## src/hw/rtl/rpwc_pkg.sv

```systemverilog
package rpwc_pkg;

    // fixed field widths
    localparam int SLOTS          = 6;
    localparam int WIDTH_BITS     = 16;
    localparam int CFG_ADDR_BITS  = 2;
    localparam int CFG_DATA_BITS  = 16;

    // parameter defaults
    localparam int NUM_CHANNELS_DEF = 6;
    localparam int COUNT_BITS_DEF   = 16;

    // register indexes
    localparam logic [CFG_ADDR_BITS-1:0] REG_CLAMP_LOW      = 2'd0;
    localparam logic [CFG_ADDR_BITS-1:0] REG_CLAMP_HIGH     = 2'd1;
    localparam logic [CFG_ADDR_BITS-1:0] REG_CHANNEL_ENABLE = 2'd2;

    // register reset values
    localparam logic [WIDTH_BITS-1:0] CLAMP_LOW_RST      = 16'd100;
    localparam logic [WIDTH_BITS-1:0] CLAMP_HIGH_RST     = 16'd200;
    localparam logic [SLOTS-1:0]      CHANNEL_ENABLE_RST = 6'd7;

    typedef struct packed {
        logic [WIDTH_BITS-1:0] low;
        logic [WIDTH_BITS-1:0] high;
    } clamp_t;

    typedef struct packed {
        logic [WIDTH_BITS-1:0] width;
        logic                  fresh;
    } chan_result_t;

endpackage

```

## src/hw/rtl/rpwc_ifs.sv

```systemverilog
interface rpwc_in_if;
    logic                     valid;
    logic                     ready;
    logic [rpwc_pkg::SLOTS-1:0] pin_levels;

    modport source (output valid, output pin_levels, input ready);
    modport sink   (input valid, input pin_levels, output ready);
endinterface

interface rpwc_out_if;
    logic                          valid;
    logic                          ready;
    logic [rpwc_pkg::WIDTH_BITS-1:0] width_one;
    logic [rpwc_pkg::WIDTH_BITS-1:0] width_two;
    logic [rpwc_pkg::WIDTH_BITS-1:0] width_three;
    logic [rpwc_pkg::WIDTH_BITS-1:0] width_four;
    logic [rpwc_pkg::WIDTH_BITS-1:0] width_five;
    logic [rpwc_pkg::WIDTH_BITS-1:0] width_six;
    logic [rpwc_pkg::SLOTS-1:0]      fresh_mask;

    modport source (output valid, output width_one, output width_two, output width_three,
                    output width_four, output width_five, output width_six,
                    output fresh_mask, input ready);
    modport sink   (input valid, input width_one, input width_two, input width_three,
                    input width_four, input width_five, input width_six,
                    input fresh_mask, output ready);
endinterface

interface rpwc_cfg_if;
    logic                               valid;
    logic                               ready;
    logic [rpwc_pkg::CFG_ADDR_BITS-1:0] addr;
    logic [rpwc_pkg::CFG_DATA_BITS-1:0] data;

    modport source (output valid, output addr, output data, input ready);
    modport sink   (input valid, input addr, input data, output ready);
endinterface

```

## src/hw/rtl/rpwc_channel.sv

```systemverilog
module rpwc_channel #(
    parameter int COUNT_BITS = rpwc_pkg::COUNT_BITS_DEF
) (
    input  logic                   clk,
    input  logic                   rst_n,
    input  logic                   advance,
    input  logic                   level,
    input  logic                   enabled,
    input  rpwc_pkg::clamp_t       clamp,
    output rpwc_pkg::chan_result_t result
);
    import rpwc_pkg::*;

    localparam int CMP_BITS = (COUNT_BITS > WIDTH_BITS) ? COUNT_BITS : WIDTH_BITS;
    localparam logic [COUNT_BITS-1:0] COUNT_MAX = {COUNT_BITS{1'b1}};

    logic                  prev_level_reg;
    logic                  measuring_reg;
    logic                  measuring_next;
    logic [COUNT_BITS-1:0] count_reg;
    logic [COUNT_BITS-1:0] count_next;
    logic [COUNT_BITS-1:0] latched_reg;
    logic [COUNT_BITS-1:0] latched_next;
    logic                  fresh;
    logic [CMP_BITS-1:0]   width_ext;

    always_comb
    begin
        measuring_next = measuring_reg;
        count_next     = count_reg;
        latched_next   = latched_reg;
        fresh          = 1'b0;
        if (!enabled)
        begin
            measuring_next = 1'b0;
        end
        else if (level && !prev_level_reg)
        begin
            measuring_next = 1'b1;
            count_next     = COUNT_BITS'(1);
        end
        else if (level && measuring_reg)
        begin
            if (count_reg != COUNT_MAX)
            begin
                count_next = count_reg + COUNT_BITS'(1);
            end
        end
        else if (!level && prev_level_reg && measuring_reg)
        begin
            latched_next   = count_reg;
            measuring_next = 1'b0;
            fresh          = 1'b1;
        end
    end

    // low limit first, then high limit wins
    always_comb
    begin
        width_ext = CMP_BITS'(latched_next);
        if (width_ext < CMP_BITS'(clamp.low))
        begin
            width_ext = CMP_BITS'(clamp.low);
        end
        if (width_ext > CMP_BITS'(clamp.high))
        begin
            width_ext = CMP_BITS'(clamp.high);
        end
        result.width = width_ext[WIDTH_BITS-1:0];
        result.fresh = fresh;
    end

    always_ff @(posedge clk or negedge rst_n)
    begin
        if (!rst_n)
        begin
            prev_level_reg <= 1'b1;
            measuring_reg  <= 1'b0;
            count_reg      <= '0;
            latched_reg    <= '0;
        end
        else if (advance)
        begin
            prev_level_reg <= level;
            measuring_reg  <= measuring_next;
            count_reg      <= count_next;
            latched_reg    <= latched_next;
        end
    end

endmodule

```

## src/hw/rtl/rc_pulse_width_capture.sv

```systemverilog
// result: each accepted tick word's result word is registered and valid in the next cycle
// throughput: one tick word per cycle, limited only by the output register draining
// reset: rst_n clears the output valid flag, resets all channel state and loads the
//        default limits (100/200) and channel enable (channels 1..3)
module rc_pulse_width_capture #(
    parameter int NUM_CHANNELS = rpwc_pkg::NUM_CHANNELS_DEF,
    parameter int COUNT_BITS   = rpwc_pkg::COUNT_BITS_DEF
) (
    input  logic        clk,
    input  logic        rst_n,
    rpwc_in_if.sink     in_ch,
    rpwc_out_if.source  out_ch,
    rpwc_cfg_if.sink    cfg
);
    import rpwc_pkg::*;

    // configuration registers; the user must write them only while idle, the block does not enforce it
    logic [WIDTH_BITS-1:0] clamp_low_reg;
    logic [WIDTH_BITS-1:0] clamp_high_reg;
    logic [SLOTS-1:0]      enable_reg;
    clamp_t                clamp;

    // output register
    logic                  out_valid_reg;
    logic                  out_valid_next;
    logic [WIDTH_BITS-1:0] width_reg [SLOTS];
    logic [SLOTS-1:0]      fresh_reg;

    logic                  advance;
    chan_result_t          results [SLOTS];

    assign cfg.ready = 1'b1;

    always_ff @(posedge clk or negedge rst_n)
    begin
        if (!rst_n)
        begin
            clamp_low_reg  <= CLAMP_LOW_RST;
            clamp_high_reg <= CLAMP_HIGH_RST;
            enable_reg     <= CHANNEL_ENABLE_RST;
        end
        else if (cfg.valid)
        begin
            case (cfg.addr)
                REG_CLAMP_LOW:      clamp_low_reg  <= cfg.data;
                REG_CLAMP_HIGH:     clamp_high_reg <= cfg.data;
                REG_CHANNEL_ENABLE: enable_reg     <= cfg.data[SLOTS-1:0];
                default:            ;
            endcase
        end
    end

    assign clamp.low  = clamp_low_reg;
    assign clamp.high = clamp_high_reg;

    // take a new tick whenever the output register is empty or draining
    assign in_ch.ready = !out_valid_reg || out_ch.ready;
    assign advance     = in_ch.valid && in_ch.ready;

    // one channel unit per implemented channel; unused slots read zero
    for (genvar k = 0; k < SLOTS; k++)
    begin : g_slot
        if (k < NUM_CHANNELS)
        begin : g_chan
            rpwc_channel #(
                .COUNT_BITS (COUNT_BITS)
            ) u_chan (
                .clk     (clk),
                .rst_n   (rst_n),
                .advance (advance),
                .level   (in_ch.pin_levels[k]),
                .enabled (enable_reg[k]),
                .clamp   (clamp),
                .result  (results[k])
            );
        end
        else
        begin : g_unused
            assign results[k] = '0;
        end
    end

    always_comb
    begin
        out_valid_next = out_valid_reg;
        if (advance)
        begin
            out_valid_next = 1'b1;
        end
        else if (out_ch.ready)
        begin
            out_valid_next = 1'b0;
        end
    end

    always_ff @(posedge clk or negedge rst_n)
    begin
        if (!rst_n)
        begin
            out_valid_reg <= 1'b0;
        end
        else
        begin
            out_valid_reg <= out_valid_next;
        end
    end

    // result payload, loaded with the tick that produced it
    always_ff @(posedge clk)
    begin
        if (advance)
        begin
            for (int k = 0; k < SLOTS; k++)
            begin
                width_reg[k] <= results[k].width;
                fresh_reg[k] <= results[k].fresh;
            end
        end
    end

    assign out_ch.valid       = out_valid_reg;
    assign out_ch.width_one   = width_reg[0];
    assign out_ch.width_two   = width_reg[1];
    assign out_ch.width_three = width_reg[2];
    assign out_ch.width_four  = width_reg[3];
    assign out_ch.width_five  = width_reg[4];
    assign out_ch.width_six   = width_reg[5];
    assign out_ch.fresh_mask  = fresh_reg;

endmodule

```

## src/flat_wrapper.sv

```systemverilog
// flat-port wrapper written by rule: the top's interface ports become plain ports
module rc_pulse_width_capture_flat import rpwc_pkg::*;
#(
    parameter int NUM_CHANNELS = rpwc_pkg::NUM_CHANNELS_DEF,
    parameter int COUNT_BITS   = rpwc_pkg::COUNT_BITS_DEF
)
  (clk, rst_n, in_ch_valid, in_ch_pin_levels, in_ch_ready, out_ch_valid, out_ch_width_one, out_ch_width_two, out_ch_width_three, out_ch_width_four, out_ch_width_five, out_ch_width_six, out_ch_fresh_mask, out_ch_ready, cfg_valid, cfg_addr, cfg_data, cfg_ready);
  rpwc_in_if in_ch_i ();
  rpwc_out_if out_ch_i ();
  rpwc_cfg_if cfg_i ();
  input  logic clk;
  input  logic rst_n;
  input wire logic [$bits(in_ch_i.valid)-1:0] in_ch_valid;
  input wire logic [$bits(in_ch_i.pin_levels)-1:0] in_ch_pin_levels;
  output wire logic [$bits(in_ch_i.ready)-1:0] in_ch_ready;
  output wire logic [$bits(out_ch_i.valid)-1:0] out_ch_valid;
  output wire logic [$bits(out_ch_i.width_one)-1:0] out_ch_width_one;
  output wire logic [$bits(out_ch_i.width_two)-1:0] out_ch_width_two;
  output wire logic [$bits(out_ch_i.width_three)-1:0] out_ch_width_three;
  output wire logic [$bits(out_ch_i.width_four)-1:0] out_ch_width_four;
  output wire logic [$bits(out_ch_i.width_five)-1:0] out_ch_width_five;
  output wire logic [$bits(out_ch_i.width_six)-1:0] out_ch_width_six;
  output wire logic [$bits(out_ch_i.fresh_mask)-1:0] out_ch_fresh_mask;
  input wire logic [$bits(out_ch_i.ready)-1:0] out_ch_ready;
  input wire logic [$bits(cfg_i.valid)-1:0] cfg_valid;
  input wire logic [$bits(cfg_i.addr)-1:0] cfg_addr;
  input wire logic [$bits(cfg_i.data)-1:0] cfg_data;
  output wire logic [$bits(cfg_i.ready)-1:0] cfg_ready;
  assign in_ch_i.valid = in_ch_valid;
  assign in_ch_i.pin_levels = in_ch_pin_levels;
  assign in_ch_ready = in_ch_i.ready;
  assign out_ch_valid = out_ch_i.valid;
  assign out_ch_width_one = out_ch_i.width_one;
  assign out_ch_width_two = out_ch_i.width_two;
  assign out_ch_width_three = out_ch_i.width_three;
  assign out_ch_width_four = out_ch_i.width_four;
  assign out_ch_width_five = out_ch_i.width_five;
  assign out_ch_width_six = out_ch_i.width_six;
  assign out_ch_fresh_mask = out_ch_i.fresh_mask;
  assign out_ch_i.ready = out_ch_ready;
  assign cfg_i.valid = cfg_valid;
  assign cfg_i.addr = cfg_addr;
  assign cfg_i.data = cfg_data;
  assign cfg_ready = cfg_i.ready;
  rc_pulse_width_capture #(.NUM_CHANNELS(NUM_CHANNELS), .COUNT_BITS(COUNT_BITS)) u_core (.clk(clk), .rst_n(rst_n), .in_ch(in_ch_i), .out_ch(out_ch_i), .cfg(cfg_i));
endmodule
```

## config.mk

```make
export PLATFORM = sky130hd
export DESIGN_NAME = rc_pulse_width_capture_flat
export DESIGN_NICKNAME = d
export VERILOG_FILES = /design/src/hw/rtl/rpwc_pkg.sv /design/src/hw/rtl/rpwc_ifs.sv /design/src/hw/rtl/rpwc_channel.sv /design/src/hw/rtl/rc_pulse_width_capture.sv /design/src/flat_wrapper.sv
export SDC_FILE = /design/constraint.sdc
export NUM_CORES = 1
export LEC_CHECK = 0
export ABC_CLOCK_PERIOD_IN_PS = 6830
export BUFFER_PORTS_ARGS = -buffer_cell sky130_fd_sc_hd__clkbuf_2
export CAP_MARGIN = 20
export CORE_MARGIN = 5
export CORE_UTILIZATION = 30
export CTS_BUF_LIST = sky130_fd_sc_hd__clkbuf_4 sky130_fd_sc_hd__clkbuf_8 sky130_fd_sc_hd__clkbuf_16
export DETAILED_ROUTE_END_ITERATION = 8
export GPL_TIMING_DRIVEN = 0
export PLACE_DENSITY = 0.53
export SETUP_SLACK_MARGIN = 0.15
export SLEW_MARGIN = 20
export SYNTH_ARGS = -nofsm -noshare
export SYNTH_HDL_FRONTEND = slang
export SYNTH_HIERARCHICAL = 1
export SYNTH_SLANG_ARGS = --single-unit
```

## constraint.sdc

```tcl
create_clock -name clk -period 6.83 [get_ports clk]
set_clock_uncertainty 0.15 [all_clocks]
set_input_delay 1.366 -clock clk [delete_from_list [all_inputs] [get_ports clk]]
set_output_delay 1.366 -clock clk [all_outputs]
set_load 0.1 [all_outputs]
```

==> flow_summary.toml <==
[status]
run_status = "finished clean"

[sta]
clock.fmax_mhz = 155
finalCriticalPeriod_ns = 6.43
tightest_slew_ns = 1.03
finalWorstSetupSlack_ns = 0.399
final_min_period_over_clock_period_pct = 94.2
timing.max_slew.rel_slack_pct = 30.9
grt_setup_unrepaired = "no"
setup_viol = 0
slew_viol_final = 0
report.final.hold_viol_count = 0

[die]
fp-row-count = 100
core_um2 = 74100
floorplan.die.height_um = 283
floorplan.initialDensity_pct = 30.1
ports = 134
die_width_um = 283
die_area_um2 = 79900

[setup_path]
path_buf_inv = 6
worst_r2r_src = "u_core/g_slot[4].g_chan.u_chan/prev_level_reg"
crit_path_max_delay_cell_type = "sky130_fd_sc_hd__mux2_2"
arrival_ns = 6.58
crit_chain = "clkbuf_2 > nand4b_1 > clkbuf_2 > inv_1 > clkbuf_2 > nand2_1 > nand2_1 > ha_1 > nand4_1 > nor4_2 > o2111ai_1 > o311ai_4 > buf_6 > mux2_4 > ha_1 > a21o_1 > a221o_1 > a21oi_1 > o21ai_0 > o21bai_2 > clkbuf_4 > mux2_2"
cpMostUsedCell = "sky130_fd_sc_hd__clkbuf_2"
crit-reg2reg-capture = "u_core/width_reg[4][7]"
cp-end-kind = "register"
critPathMaxFanout = 10
critical_path.startpoint_type = "input port"
timing.critical_path.max_delay_family = "compound AO/OA/AOI/OAI gates"
r2r.worst_path.cells = 21
category_of_the_most_critical_setup_path = "in -> reg"
critPathMaxStageDelay_ns = 0.39
internal_reg_to_reg_setup_slack_ns = 0.87
cp.required_ns = 6.98

[placement]
hpwlAfterDp_um = 48200
port_buffers = 132
detailedPlace.worstSlack_ns = -0.581
routabilityCongestion = 0.866

[logic_synthesis]
edff_count_synth = 102
ys_seq_elements = 345
yosys.area.top_type = "sky130_fd_sc_hd__dfrtp_1"
total_standard_cell_area_after_synthesis_um2 = 22300
synth_commonest_cells = "346 x sky130_fd_sc_hd__nand2_1, 244 x sky130_fd_sc_hd__mux2_2, 228 x sky130_fd_sc_hd__dfrtp_1"
synth.lib_cells_used.distinct = 68
postSynth.asyncResetShare_pct = 70.4
synth_largest_type_area_fraction_pct = 25.6
syn_inst = 2202
syn_nets = 2423
post-synth-top-count-cell = "sky130_fd_sc_hd__nand2_1"
post_synth_main_area_contributors = "sky130_fd_sc_hd__dfrtp_1 26%, sky130_fd_sc_hd__edfxtp_1 14%, sky130_fd_sc_hd__mux2_2 12%"
synth.avg_cell_area_um2 = 10.1
seq_area_frac_synth_pct = 41.1
yosysWarningCount = 6
synth_flop_cell = "sky130_fd_sc_hd__dfrtp_1"

[clock_network]
max-clock-path-buffers = 3
cts.htree.levels = 2
cts.sinks = 345
cts_tree = "done"
cts_buffers = 41
worst_skew_pair.late_latency_ns = 0.56
cts.hold.buffers_added = 0
cts_root_buf = "sky130_fd_sc_hd__clkbuf_16"
clkTransAtPathRegs_ns = 0.06

[power]
max-vdd-ir-drop_mv = 0.263
static_leakage_nw = 12.4
power_per_cell_area_nw_per_um2 = 316

[final_layout]
n_fill_cell = 7468
postLayoutCoreUtil_pct = 34.8
post_route_cells_drive_above_1_share_pct = 24.4
multi_input_comb_area_um2 = 12000
final_nets = 2610
layout-area-overhead-vs-synth_pct = 15.7
antenna_cells = 0
register_area_um2 = 9160

[route]
drt-wirelength-per-cell_um = 19.4
number_of_remaining_drc_errors = 0
via_per_inst = 5.17
postRouteAntennaNets = 0
detail_route.first_pass.iterations = 8
vias = 17502
drtIter0Drc = 1372
drt-total-wl_um = 65900

[grt]
grt_pass1_wl_um = 100000
grt_usage_pct = 16.1
grt_start_max_net_pins = 88
gr-total-overflow = 0
grt_antenna_before_repair = 4
number_of_global_route_vias_before_repair = 17408

[hold_path]
worstHoldStart = "u_core/g_slot[4].g_chan.u_chan/latched_reg[6]"
hold-path-endpoint = "u_core/g_slot[4].g_chan.u_chan/latched_reg[6]"
hp-class = "reg -> reg"
worstHoldPathCells = 1

[job]
total_of_max_cap_violations = 0
worst register-to-register path: cells and delay by family (launching register included):
| kind | cells | cell delay, ns |
|---|---|---|
| and+or+nand+nor | 5 | 0.97 |
| muxes | 2 | 0.72 |
| DFF | 1 | 0.56 |
| adders and majority gates | 2 | 0.49 |
| AOI/OAI and AO/OA | 7 | 1.56 |
| buffers and inverters | 5 | 1.25 |
repair_timing:
action	in CTS	in global routing
resized for setup	2	25
endpoints found under the setup margin	20	89
pin swaps	0	4
setup buffers	0	7
routing by layer:
layer  vias to the layer above  global-route usage [%]  part of all wire [%]
li1                       8207                       -                     -
met1                      8634                    23.1                    47
met2                       565                    24.6                    43
met3                        92                    3.65                   8.1
met4                         4                    4.02                   2.1
met5                         -                       0                 0.032
power breakdown:
group	leakage, nW	total (mW)	switching (mW)	internal [mW]
Clock	0.667	2.24	0.900	1.34
Combinational	7.54	3.00	2.00	1.00
Sequential	4.21	2.90	0.425	2.48
Total	12.4	8.15	3.33	4.82
area by class of cell:
class	instances	share of cell area, %
clock inverters	23	1.03
well taps	969	4.70
flip-flops and latches	345	35.5
inverters	224	3.26
repair buffers	144	3.30
clock buffers	50	4.26
plain buffers	71	1.48
multi-input cells	1562	46.4
worst max-delay path by stage:
stage / start / end / cells past startpoint
floorplan: in_ch_pin_levels[3] / u_core/width_reg[3][10] / 21
global placement: rst_n / u_core/g_slot[5].g_chan.u_chan/count_reg[2] / 1
detailed placement: in_ch_pin_levels[4] / u_core/width_reg[4][7] / 22
CTS: in_ch_pin_levels[1] / u_core/width_reg[1][12] / 21
global route: in_ch_pin_levels[4] / u_core/width_reg[4][7] / 22
finish: in_ch_pin_levels[4] / u_core/width_reg[4][7] / 22
metrics by stage:
stage | setup TNS (ns) | total power [mW] | cells | hold WS (ns) | area (um^2)
after floorplan | 0 | 4.96 | 2202 | 0.331 | 22300
after global routing | 0 | 8.55 | 3388 | 0.363 | 25800
final | 0 | 8.15 | 3388 | 0.355 | 25800
after CTS | 0 | 8.14 | 3381 | 0.358 | 25700
after global placement | -216.51 | 5.76 | 3303 | 0.338 | 24200
after detailed placement | -28.83 | 5.82 | 3308 | 0.345 | 24300
cell usage in the layout (no fill, tap or decap), types with 20 or more instances in the layout:
| cell type | synthesis | routed |
|---|---|---|
| sky130_fd_sc_hd__a21oi_1 | 71 | 71 |
| sky130_fd_sc_hd__a31oi_1 | 26 | 26 |
| sky130_fd_sc_hd__and4_1 | 20 | 20 |
| sky130_fd_sc_hd__clkbuf_1 | 36 | 31 |
| sky130_fd_sc_hd__clkbuf_16 | 0 | 41 |
| sky130_fd_sc_hd__clkbuf_2 | 0 | 141 |
| sky130_fd_sc_hd__dfrtp_1 | 228 | 228 |
| sky130_fd_sc_hd__edfxtp_1 | 102 | 102 |
| sky130_fd_sc_hd__ha_1 | 192 | 192 |
| sky130_fd_sc_hd__inv_1 | 222 | 222 |
| sky130_fd_sc_hd__mux2_2 | 244 | 244 |
| sky130_fd_sc_hd__mux2_4 | 45 | 45 |
| sky130_fd_sc_hd__nand2_1 | 346 | 346 |
| sky130_fd_sc_hd__nand3_1 | 57 | 57 |
| sky130_fd_sc_hd__nand4_1 | 56 | 56 |
| sky130_fd_sc_hd__nor2_1 | 117 | 117 |
| sky130_fd_sc_hd__nor3_1 | 23 | 23 |
| sky130_fd_sc_hd__o21ai_0 | 65 | 65 |
| sky130_fd_sc_hd__xnor2_1 | 38 | 38 |
| sky130_fd_sc_hd__xor2_1 | 34 | 34 |
cells by family after synthesis:
group | after synthesis | synth area share, %
AO/OA/AOI/OAI | 297 | 9.23
XOR/XNOR | 72 | 2.83
adder cells (fa/ha/maj) | 192 | 10.8
buffers and inverters | 295 | 5.41
flip-flops | 345 | 41.1
multiplexers | 301 | 15.9
other | 1 | 0.0168
AND/OR/NAND/NOR | 699 | 14.7
(Power assumes the default switching activity.)
